File: config.mk
export PLATFORM = sky130hd
export DESIGN_NAME = cnr_div_pipe
export DESIGN_NICKNAME = d
export VERILOG_FILES = /design/src/rtl/cnr_div_pipe.sv
export SDC_FILE = /design/constraint.sdc
export NUM_CORES = 2
export LEC_CHECK = 0
export BUFFER_PORTS_ARGS = -buffer_cell sky130_fd_sc_hd__buf_4
export CAP_MARGIN = 40
export CORE_UTILIZATION = 41
export DETAILED_ROUTE_END_ITERATION = 16
export GPL_TIMING_DRIVEN = 0
export SKIP_LAST_GASP = 1
export SYNTH_ARGS = -nofsm -noshare
export SYNTH_HDL_FRONTEND = slang
export SYNTH_SLANG_ARGS = --single-unit
File: constraint.sdc
create_clock -name clk -period 4.4 [get_ports clk]
set_input_delay 0.66 -clock clk [delete_from_list [all_inputs] [get_ports clk]]
set_output_delay 0.66 -clock clk [all_outputs]
set_load 0.02 [all_outputs]
File: src/rtl/cnr_div_pipe.sv
// Pipelined restoring divider, one quotient bit per stage, with sideband.
// Generic; no package dependencies.
module cnr_div_pipe #(
	parameter int NUM_W = 32,
	parameter int DEN_W = 15,
	parameter int Q_W   = 31,
	parameter int SB_W  = 1
) (
	input  logic             clk,
	input  logic             arst_n,
	input  logic             in_valid,
	input  logic [NUM_W-1:0] num,
	input  logic [DEN_W-1:0] den,
	input  logic [SB_W-1:0]  sb_in,
	output logic             out_valid,
	output logic [Q_W-1:0]   quo,
	output logic [SB_W-1:0]  sb_out
);
	logic             vld_s  [Q_W+1];
	logic [DEN_W-1:0] rem_s  [Q_W+1];
	logic [Q_W-1:0]   work_s [Q_W+1];
	logic [DEN_W-1:0] den_s  [Q_W+1];
	logic [SB_W-1:0]  sb_s   [Q_W+1];

	assign vld_s[0]  = in_valid;
	assign rem_s[0]  = DEN_W'(num[NUM_W-1:Q_W]);
	assign work_s[0] = num[Q_W-1:0];
	assign den_s[0]  = den;
	assign sb_s[0]   = sb_in;

	for (genvar i = 0; i < Q_W; i++) begin : g_step
		logic [DEN_W:0] trial;
		logic [DEN_W:0] diff;
		logic           ge;
		always_comb begin
			trial = {rem_s[i], work_s[i][Q_W-1]};
			diff  = trial - {1'b0, den_s[i]};
			ge    = !diff[DEN_W];
		end
		always_ff @(posedge clk or negedge arst_n) begin
			if (!arst_n) begin
				vld_s[i+1] <= 1'b0;
			end else begin
				vld_s[i+1] <= vld_s[i];
			end
		end
		always_ff @(posedge clk) begin
			rem_s[i+1]  <= ge ? diff[DEN_W-1:0] : trial[DEN_W-1:0];
			work_s[i+1] <= {work_s[i][Q_W-2:0], ge};
			den_s[i+1]  <= den_s[i];
			sb_s[i+1]   <= sb_s[i];
		end
	end

	assign out_valid = vld_s[Q_W];
	assign quo       = work_s[Q_W];
	assign sb_out    = sb_s[Q_W];
endmodule

* Word level (Yosys, flattened, before mapping)
Index checks and enable logic that the tools add are counted.
Word-level totals: register bits after elaboration 1923, input bits 51, word-level logic and storage cells 246
Operators by class: add/sub/neg operators 31, muxes and demuxes 30, reduce and logical (&&, ||, !) cells 31
Operators with widths (count):
- $sub 16x15->16 | 30
- $mux 15 | 29
- $logic_not 1->1 | 31
- $sub 2x15->16 | 1
- $mux 2 | 1

* Logic depth before layout (Yosys ltp)
depth in word-level cells 2, depth in mapped cells 12, mapped depth without buffers 12

* Worst setup path after synthesis
No wires, ideal clock.
path type register -> register, start point register den_s[196] in the netlist's numbering, end point register rem_s (netlist bit g_step[19].trial[10]), library setup time 121 ps, arrival 2709 ps, required time 4279 ps, slack 1570 ps, stages on the path, launching flop included 12, buffers on the path 1, period minus slack after synthesis 2830 ps, path through dfxtp_1 -> inv_1 -> ha_1 -> nor2b_1 -> o21ai_2 -> a21oi_2 -> o31a_1 -> o41ai_2 -> a31oi_1 -> xor2_1 -> buf_6 -> mux2_4
Between the ends: word-level cells in the longest chain between the ends 2
RTL lines:
- start, declared | line 22 | logic [DEN_W-1:0] den_s [Q_W+1];
- start signal, assigned by index | line 50 | den_s[i+1] <= den_s[i];
- $sub 16x15->16 | line 37 | diff = trial - {1'b0, den_s[i]};
- $mux 15 | line 48 | rem_s[i+1] <= ge ? diff[DEN_W-1:0] : trial[DEN_W-1:0];
- end signal, assigned by index | line 48
- end, declared | line 20 | logic [DEN_W-1:0] rem_s [Q_W+1];
No other way between the ends. A chain may end at the register's enable or synchronous reset.

* Worst setup path after layout
start point register den_s[151] in the netlist's numbering, end point register rem_s (netlist bit g_step[22].trial[10])
The elaborated chain is that of the path after synthesis.

==> impl_results.md <==
- Outcome: finished, final reports clean
- FMAX: ~280 MHz
- Worst Setup Start Kind: flip-flop
- Vias/cell: between 4 and 5
- Commonest non-fill, non-tap cells in the layout: 1892 x dfxtp_1, 602 x inv_1, 451 x ha_1
- Worst path bufs/invs: 2
- Vias post-DR: 38.6k
- First-pass GRT wire length: roughly 180 mm
- Maximum clock path buffer count: 3
- Worst-Skew Late Latency: ~0.8 ns
- CP endpoint kind: flip-flop
- DRT iter0 DRCs: approximately 1.8k
- Synth unique cells: 94
- Max cap viols: 0
- Syn. warnings: 0
- WHS: approximately 0.12 ns
- Worst Path Max Fanout: 10
- Delay-heaviest family, CP: compound AO/OA/AOI/OAI gates
- Period minus WS final: around 3.5 ns
- Syn-to-layout area delta: 16.4%
- Final period util: 0.805
- Slew Viols, Final: 0
- Fraction of layout instances using a drive strength above 1: 0.153
- Die width: 405 um
- WL final: between 100 and 150 mm
- Initial antenna violation count: 1
- Synth Register Bits: around 1.9k
- Final nets: approximately 6.6k
- RSZ-0062 raised after global routing: false
- Post-synth top flop: dfxtp_1
- Clock Skews: roughly 0.056 ns
- Setup bufs post-CTS: 0
- Post-Synthesis Cell Area: 66500 um2
- Async set-reset flop share out of synthesis: 0.0161
- CP arrival: 4.21 ns
- Num CTS Buffers: just under 200
- Slew @ Worst Pin: approximately 0.88 ns
- Post-synth EDFFs: 0
- # fillers: between 10k and 15k
- HP Class: input pin to flip-flop
- CTS sink count: a little under 2k
- Total Power: about 67 mW
- H-tree levels: 4
- Residual DRC count: 0
- Initial Util: 0.414
- Vias in the first global route: 38.5k
- Static Leakage: ~35 nW
- DRT antenna net count: 0
- Final HPWL DP: approximately 80 mm
- Setup CP Type: flip-flop to flip-flop
- Seq/Total Area, Yosys: 0.581
- Routability congestion estimate: between 0.8 and 0.9
- Worst IR Drop VDD: around 510 uV
- Std-Cell Rows: between 100 and 150
- Syn avg cell area: 11.6 um2
- Pwr Density: 870 nW/um2
- Ports: 84
- Drt wl/cell: approximately 13 um
- GR Overflow Total: 0
- Most common cell after layout, fill and taps aside: dfxtp_1
- Max_slew headroom: 0.404
- Core area: approximately 160000 um2
- Worst-path cell chain: inv_1 -> ha_1 -> nor2b_1 -> o2111ai_1 -> nand4_1 -> a31o_2 -> a21oi_2 -> o21ai_1 -> xor2_1 -> buf_4 -> mux2_2
- TritonCTS clock tree: built
- Final Hold Fails: 0
- Slowest-stage cell, CP: xor2_1
- 1st-pass router iterations: 5
- Overall routing resource usage: 0.136
- Die height: around 400 um
- Largest net degree at the start of global routing: 32
- Post-Syn Instances: roughly 5.7k
- Diode count: 0
- Port Buffers: 83
- Register area: a little under 40000 um2
- Footprint of the multi-input gates: around 25000 um2
- Critical path's largest stage delay: 0.64 ns
- Worst-path clk slew: ~0.06 ns
- Setup_tns: 0 ns
- Final setup vio count: 0
- CTS root buf: clkbuf_16
- Die area: 164000 um2
- Finished Core Util: 0.481
- Critical Path RT: between 5 and 6 ns
[cell type report]
| class | count | share of cell area |
|---|---|---|
| buffer | 88 | 0.00757 |
| clock buffer | 276 | 0.0741 |
| clock inverter | 93 | 0.0168 |
| inverter | 603 | 0.0293 |
| multi-input combinational | 3099 | 0.323 |
| sequential | 1923 | 0.500 |
| tap | 2160 | 0.0349 |
| timing repair buffer | 134 | 0.0146 |
[metrics by stage]
step                std cells  worst slack [ns]  cell area, um2
finish                   8376             0.859           77400
global route             8376             0.593           77400
CTS                      8376             0.733           77400
detailed placement       7959             0.797           69800
global placement         7956             0.802           69800
floorplan                5713              1.57           66500
[state kept, by name (all words and copies together), names as in the netlist]
signal	count
den_s	450
sb_s	30
quo	31
out_valid	1
sb_out	1
g_step.trial	480
work_s	900
vld_s	30
[Yosys cell counts (20+ instances only)]
master / instances / area, um2
dfxtp_1: 1892 / 37900
inv_1: 602 / 2260
ha_1: 451 / 5640
a21oi_1: 309 / 1550
mux2_2: 305 / 3430
nor2_1: 263 / 987
xnor2_1: 219 / 1920
o21ai_0: 205 / 1030
nand2_1: 173 / 649
a21o_1: 116 / 871
xor2_1: 97 / 850
o21a_1: 76 / 571
nor2b_1: 75 / 469
nand3_1: 63 / 315
o21bai_1: 52 / 390
nor3_1: 51 / 255
mux2_4: 47 / 706
nand2b_1: 47 / 294
and3_1: 39 / 244
mux2i_1: 38 / 380
buf_4: 35 / 263
a211oi_1: 32 / 240
dfrtp_1: 31 / 776
fa_1: 30 / 601
a31oi_1: 29 / 181
a31o_2: 28 / 245
o211ai_1: 27 / 203
buf_2: 23 / 115
nor4_1: 20 / 125
[report_power, final]
| group | switching (mW) | internal (mW) |
|---|---|---|
| clock | 6.86 | 10.4 |
| combinational | 12.7 | 13.0 |
| sequential | 1.87 | 22.4 |
[final timing paths]
path	start	endpoint	slack [ns]	cells past startpoint
max in group asynchronous	arst_n	vld_s[28]	3.79	2
min in group asynchronous	arst_n	vld_s[1]	0.33	2
min	num[30]	g_step[1].trial[1]	0.12	3
min reg2reg	work_s[947]	work_s[917]	0.27	0
max	den_s[151]	g_step[22].trial[10]	0.86	11
max reg2reg	den_s[151]	g_step[22].trial[10]	0.86	11
[repair_timing]
item | in CTS | in global routing
hold endpoints to repair | 79 | 0
endpoints found under the setup margin | 0 | 0
hold buffers | 48 | 0
gates resized for setup | 0 | 0
[per-layer routing]
metal / part of all wire / routed length [um] / track usage / vias to the layer above
li1: - / - / - / 20000
met1: 0.46 / 50500 / 0.167 / 17700
met2: 0.47 / 51700 / 0.230 / 577
met3: 0.040 / 4440 / 0.0282 / 231
met4: 0.031 / 3460 / 0.0550 / 2
met5: 0.00012 / 13 / 0 / -
[cells by family after synthesis]
family / Yosys count / share of synthesized area
DFF: 1923 / 0.581
AOI/OAI and AO/OA: 1076 / 0.107
and+or+nand+nor: 795 / 0.0567
buffers and inverters: 691 / 0.0429
adders and majority gates: 481 / 0.0939
muxes: 407 / 0.0709
xor gates and xnor gates: 334 / 0.0467
other: 1 / 0.0000564
[worst register-to-register path: stages (launching register included)]
cell and delay, ns:
dfxtp_1 0.33, inv_1 0.09, ha_1 0.30, nor2b_1 0.14
o2111ai_1 0.36, nand4_1 0.23, a31o_2 0.30, a21oi_2 0.19
o21ai_1 0.11, xor2_1 0.64, buf_4 0.36, mux2_2 0.37
Power figures use the tool's default switching activity.
