`config.mk`:
```
export PLATFORM = sky130hd
export DESIGN_NAME = cnr_mid
export DESIGN_NICKNAME = d
export VERILOG_FILES = /design/src/rtl/cnr_pkg.sv /design/src/rtl/cnr_mid.sv
export SDC_FILE = /design/constraint.sdc
export NUM_CORES = 2
export LEC_CHECK = 0
export BUFFER_PORTS_ARGS = -buffer_cell sky130_fd_sc_hd__buf_2
export CAP_MARGIN = 15
export CORE_ASPECT_RATIO = 1.1
export CORE_MARGIN = 2
export CORE_UTILIZATION = 55
export CTS_CLUSTER_DIAMETER = 80
export DETAILED_ROUTE_END_ITERATION = 8
export PLACE_DENSITY_LB_ADDON = 0.12
export SYNTH_ARGS = -nofsm -noshare
export SYNTH_HDL_FRONTEND = slang
export SYNTH_SLANG_ARGS = --single-unit
```
`constraint.sdc`:
```
create_clock -name clk -period 10.3 [get_ports clk]
set_clock_uncertainty 0.2 [all_clocks]
set_input_delay 1.03 -clock clk [delete_from_list [all_inputs] [get_ports clk]]
set_output_delay 1.03 -clock clk [all_outputs]
set_load 0.02 [all_outputs]
```
`src/rtl/cnr_pkg.sv`:
```
// Shared types and constants for the curve number runoff pipeline.
// Used by cnr_mid and curve_number_runoff.
package cnr_pkg;
	localparam int RAIN_W = 24;
	localparam int CN_W   = 16;
	localparam int FR_W   = 26;
	localparam int S_W    = 31;
	localparam int NUM_W  = 52;
	localparam int DEN_W  = 31;
	localparam int QR_W   = 23;

	localparam logic [30:0] K_25400_Q16 = 31'd1664614400;
	localparam logic [30:0] K_254_Q8    = 31'd65024;
	localparam logic [14:0] CN_MAX_Q8   = 15'd25600;
	localparam logic [23:0] NO_DATA_RST = 24'hD8F100;

	typedef struct packed {
		logic             nd;
		logic             zero;
		logic [QR_W-1:0]  r;
	} cell_sb_t;
endpackage

```
`src/rtl/cnr_mid.sv`:
```
// Middle stages: retention, excess rainfall, squared numerator and denominator.
// Depends on cnr_pkg.
module cnr_mid import cnr_pkg::*; (
	input  logic             clk,
	input  logic             arst_n,
	input  logic             in_valid,
	input  logic [S_W-1:0]   q,
	input  cell_sb_t         sb_in,
	output logic             out_valid,
	output logic [NUM_W-1:0] num,
	output logic [DEN_W-1:0] den,
	output logic             nd
);
	logic [S_W-1:0]  s_c;
	logic [FR_W-1:0] fr_c;
	logic            kill_c;

	logic            v_s1, nd_s1, kill_s1;
	logic [FR_W-1:0] fr_s1;
	logic [FR_W-1:0] s_s1;

	logic [FR_W-1:0] d_c;
	logic [28:0]     sum_c;

	logic             v_s2, nd_s2;
	logic [NUM_W-1:0] num_s2;
	logic [DEN_W-1:0] den_s2;

	always_comb begin
		s_c    = q - K_254_Q8;
		fr_c   = FR_W'({3'b000, sb_in.r} * 26'd5);
		kill_c = sb_in.zero || ({5'b0, fr_c} <= s_c);
	end

	always_ff @(posedge clk or negedge arst_n) begin
		if (!arst_n) begin
			v_s1 <= 1'b0;
			v_s2 <= 1'b0;
		end else begin
			v_s1 <= in_valid;
			v_s2 <= v_s1;
		end
	end

	always_comb begin
		d_c   = fr_s1 - s_s1;
		sum_c = 29'(fr_s1) + {1'b0, s_s1, 2'b00};
	end

	always_ff @(posedge clk) begin
		nd_s1   <= sb_in.nd;
		kill_s1 <= kill_c;
		fr_s1   <= fr_c;
		s_s1    <= s_c[FR_W-1:0];
		nd_s2   <= nd_s1;
		if (kill_s1) begin
			num_s2 <= '0;
			den_s2 <= DEN_W'(1);
		end else begin
			num_s2 <= {26'b0, d_c} * {26'b0, d_c};
			den_s2 <= {sum_c, 2'b00} + {2'b00, sum_c};
		end
	end

	assign out_valid = v_s2;
	assign num       = num_s2;
	assign den       = den_s2;
	assign nd        = nd_s2;
endmodule

```
# [Word level (Yosys, flattened, before mapping)]
# Index checks and enable logic that the tools add are counted.
[totals] reg_bits=140 in_bits=59 output_inout_bits=85
[classes] addsub=4 n_mul=2 n_lt_le_gt_ge=1 reduce_logical=1
[op_table] cell="26-bit by 26-bit multiplier with 52-bit output" n=1
[op_table] cell="31-bit by 29-bit adder with 31-bit output" n=1
[op_table] cell="26-bit by 31-bit <= comparator with 1-bit output" n=1
[op_table] cell="31-bit by 16-bit subtractor with 31-bit output (second input constant)" n=1
[op_table] cell="26-bit by 28-bit adder with 29-bit output" n=1
[op_table] cell="23-bit by 3-bit multiplier with 26-bit output (second input constant)" n=1
[op_table] cell="26-bit subtractor" n=1
[op_table] cell="1-bit logical OR" n=1

# [Longest topological paths before layout]
[depth] word_depth=3 mapped_depth=40 mapped_depth_nobuf=37

# [Least setup slack after synthesis]
# Ideal clock, no wire load.
[synth_timing] path_type="flip-flop to flip-flop" startpoint="reg fr_s1[0]" endpoint="reg num_s2[44] (netlist: num[44])" t_arrival_ns=8.554 required_time_ns=9.972 setup_slack_ns=1.418 path_stages_with_launch=37 period_less_slack_ns=8.882 cell_sequence="dfxtp_1 -> inv_1 -> ha_1 -> inv_1 -> fa_1 -> a21o_1 -> nand3_1 -> a211o_1 -> a31oi_1 -> o21a_1 -> a211o_1 -> a21oi_1 -> xnor2_2 -> clkbuf_1 -> nor2_1 -> fa_1 -> fa_1 -> fa_1 -> inv_1 -> fa_1 -> inv_1 -> fa_1 -> fa_1 -> inv_1 -> fa_1 -> inv_1 -> ha_1 -> clkbuf_1 -> nand2_1 -> nor2_1 -> nand3_1 -> nor3_1 -> a2111oi_2 -> o41ai_1 -> a41oi_1 -> xor2_1 -> nor2_1"
[synth_between] elab_chain_cells=2
[synth_rtl] element="start, declared" line="cnr_mid.sv:19" text="logic [FR_W-1:0] fr_s1;"
[synth_rtl] element="start signal, assigned" line="cnr_mid.sv:53" text="fr_s1 <= fr_c;"
[synth_rtl] element="26-bit subtractor" line="cnr_mid.sv:46" text="d_c = fr_s1 - s_s1;"
[synth_rtl] element="26-bit by 26-bit multiplier with 52-bit output" line="cnr_mid.sv:60" text="num_s2 <= {26'b0, d_c} * {26'b0, d_c};"
[synth_rtl] element="end signal, assigned" line="cnr_mid.sv:60"
[synth_rtl] element="end, declared" line="cnr_mid.sv:26" text="logic [NUM_W-1:0] num_s2;"
# Every way passes these cells.
# A chain may end at the register's enable or synchronous reset.

# [Final worst setup path]
[layout_timing] startpoint="reg fr_s1[0]" endpoint="reg num_s2[45] (netlist: num[45])"
# The elaborated chain is that of the path after synthesis.

==> results.py <==
metrics = {
    "layout": {
        "drive_gt1_share_pct": 8.22,
        "final_common_cell": "inv_1",
        "mostFrequentLayoutCells": "743 x inv_1, 518 x fa_1, 333 x ha_1",
        "final_area_um2": 30600,
        "nNetsFinal": 4254,
        "fin_util_pct": 60.0,
        "num_antenna_cells": 0,
        "area_growth_pct": 8.31,
        "fin_cells": 4024,
    },
    "cts": {
        "hold_buffers": 0,
        "cts.htree.levels": 4,
        "cts_buffers": 17,
        "clkTransAtPathRegs_ns": 0.07,
        "clock_latency_ns": 0.50,
        "clockBufferDepth": 2,
        "clock_sinks": 139,
        "cts_tree": "yes",
        "cts-root-buf": "clkbuf_16",
    },
    "yosys": {
        "syn_area_um2": 28200,
        "syn_nets": 4114,
        "ys_types": 78,
        "yosysSeqAreaShare_pct": 9.90,
        "ys.flop_type": "dfxtp_1",
        "synth_cells": 3204,
        "synth_seq_cells": 139,
        "synthArstFlopShare_pct": 1.44,
        "synth_compound_area_share_pct": 10.2,
        "synth_top_family_by_area": "adder cells",
        "synthAdderAreaFrac_pct": 51.5,
        "synth_edf_count": 0,
        "synthSimpleGateAreaFrac_pct": 12.1,
        "synth_xor_area_share_pct": 4.76,
        "yosys_warnings": 0,
        "avgSynthCellArea_um2": 8.81,
        "synthMuxAreaShare_pct": 0.310,
    },
    "worst_hold_path": {
        "hold_class": "primary input to async pin",
    },
    "floorplan": {
        "die_area_um2": 53100,
        "std_cell_rows": 87,
        "die_x_um": 220,
        "core-area_um2": 50900,
        "ioPinCount": 144,
        "initial_utilization_pct": 55.4,
        "dieHeight_um": 242,
    },
    "sta": {
        "hold_viol": 0,
        "rsz0062_at_grt": "false",
        "fin_crit_sh_pct": 95.0,
        "period_minus_slack_ns": 9.79,
        "setup_viol": 0,
        "fmax_ghz": 0.102,
        "relSlewSlack_pct": 31.1,
        "worstMarginPinSlew_ns": 1.03,
        "tns_ns": 0,
        "drv_slew": 0,
    },
    "global_routing": {
        "grt_max_degree": 87,
        "grt_first_pass_wirelength_mm": 126,
        "grt_pass1_vias": 24000,
        "track_usage_pct": 31.0,
        "antenna_found_initial": 3,
        "grt-ovfl-total": 0,
    },
    "setup_path": {
        "arrival_ns": 9.94,
        "required_ns": 10.45,
        "end_kind": "flop",
        "worst-path-max-fanout": 12,
        "timing_worst_setup_path_type": "flop to flop",
        "reg2reg_slack_ns": 0.51,
        "critPathSlowestCell": "a221oi_1",
        "slowest_delay_ns": 0.57,
        "reg2reg_depth": 33,
        "crit_path_frequent_cell": "fa_1",
        "start_kind": "flop",
    },
    "placed_design": {
        "gp_congestion": 0.928,
        "placed_cell_area_um2": 29900,
        "dpl.hpwl_mm": 66.0,
        "dp.cells": 3991,
        "port_buffers": 142,
    },
    "routing": {
        "drtIter0Drc": 1215,
        "firstDrtPassIters": 5,
        "wire_per_inst_um": 19.4,
        "dr_total_vias": 22200,
        "route.detailed.drc": 0,
        "vias_per_cell": 5.51,
        "ant_nets": 0,
        "routed_wirelength_mm": 78.2,
    },
    "outcome": {
        "status": "complete, no violations",
    },
    "run": {
        "cap_violations": 0,
    },
}
## sequential cells by signal (all words and copies together), names as in the netlist
| name | flops |
|---|---|
| den | 31 |
| num | 51 |
| s_s1 | 26 |
| out_valid | 1 |
| nd_s1 | 1 |
| fr_s1 | 26 |
| kill_s1 | 1 |
| v_s1 | 1 |
| nd | 1 |
## worst max-delay path: cells and delay by family, from the launching register on
family,cells,cell delay (ns)
adder cells (fa/ha/maj),10,4.39
AO/OA/AOI/OAI,10,2.95
buffers and inverters,6,0.61
XOR/XNOR,2,0.39
flip-flops,1,0.35
AND/OR/NAND/NOR,5,0.78
## through the flow
stage | hold slack [ns] | setup WS, ns
global placement | 0.114 | 0.440
detailed placement | 0.132 | 0.0330
floorplan | 0.110 | 1.42
finish | 0.107 | 0.512
CTS | 0.0883 | 0.00604
global route | 0.0985 | 0.00618
## cell type report
type | count | area [µm²]
well taps | 667 | 835
repair buffers | 200 | 1150
inverters | 756 | 2840
fillers | 4607 | 20400
clock buffers | 18 | 439
multi-input cells | 2230 | 22300
flip-flops and latches | 139 | 2800
clock inverters | 14 | 176
## synth_stat cells (all sizes together) (20+ instances only)
cell type    n  share of area, %
clkbuf      60              0.80
nor2b       22              0.49
o21ai       76               1.4
nor3        33              0.63
a21oi      124               2.2
fa         518                37
ha         333                15
dfxtp      137               9.7
nand4       20              0.44
a211oi      20              0.53
xor2        57               1.8
nand3       28              0.50
nor2       326               4.3
nand2b      23              0.51
xnor2       93               2.9
inv        749                10
nand2      253               3.4
and3        21              0.47
a21o        74               2.0
o21a        25              0.67
## metal layers
metal / GRT usage, % / share of wire [%]
met4: 16.0 / 5.3
met2: 52.8 / 49
met5: 0 / 0
met1: 37.2 / 40
met3: 5.60 / 6.2
## what timing repair did
item / CTS / global route
hold endpoints to repair: 0 / 0
buffers inserted: 0 / 1
resized for setup: 0 / 10
endpoints found under the setup margin: 0 / 11
## final timing paths
path / from / end
min reg2reg: nd_s1 / nd
max: fr_s1[0] / num[45]
min: arst_n / v_s1
max in group asynchronous: arst_n / out_valid
max reg2reg: fr_s1[0] / num[45]
min in group clk: nd_s1 / nd
## cells by family (layout without fill, tap and decap cells)
| family | Yosys count | in the layout |
|---|---|---|
| xor gates and xnor gates | 150 | 150 |
| buffers and inverters | 835 | 988 |
| and+or+nand+nor | 782 | 782 |
| adders and majority gates | 851 | 851 |
| AOI/OAI and AO/OA | 438 | 438 |
| muxes | 8 | 8 |
| DFF | 139 | 139 |
| other | 1 | 1 |
Power is not shown: default switching activity piles up to over one toggle a cycle in this logic, so the estimate is an artifact.
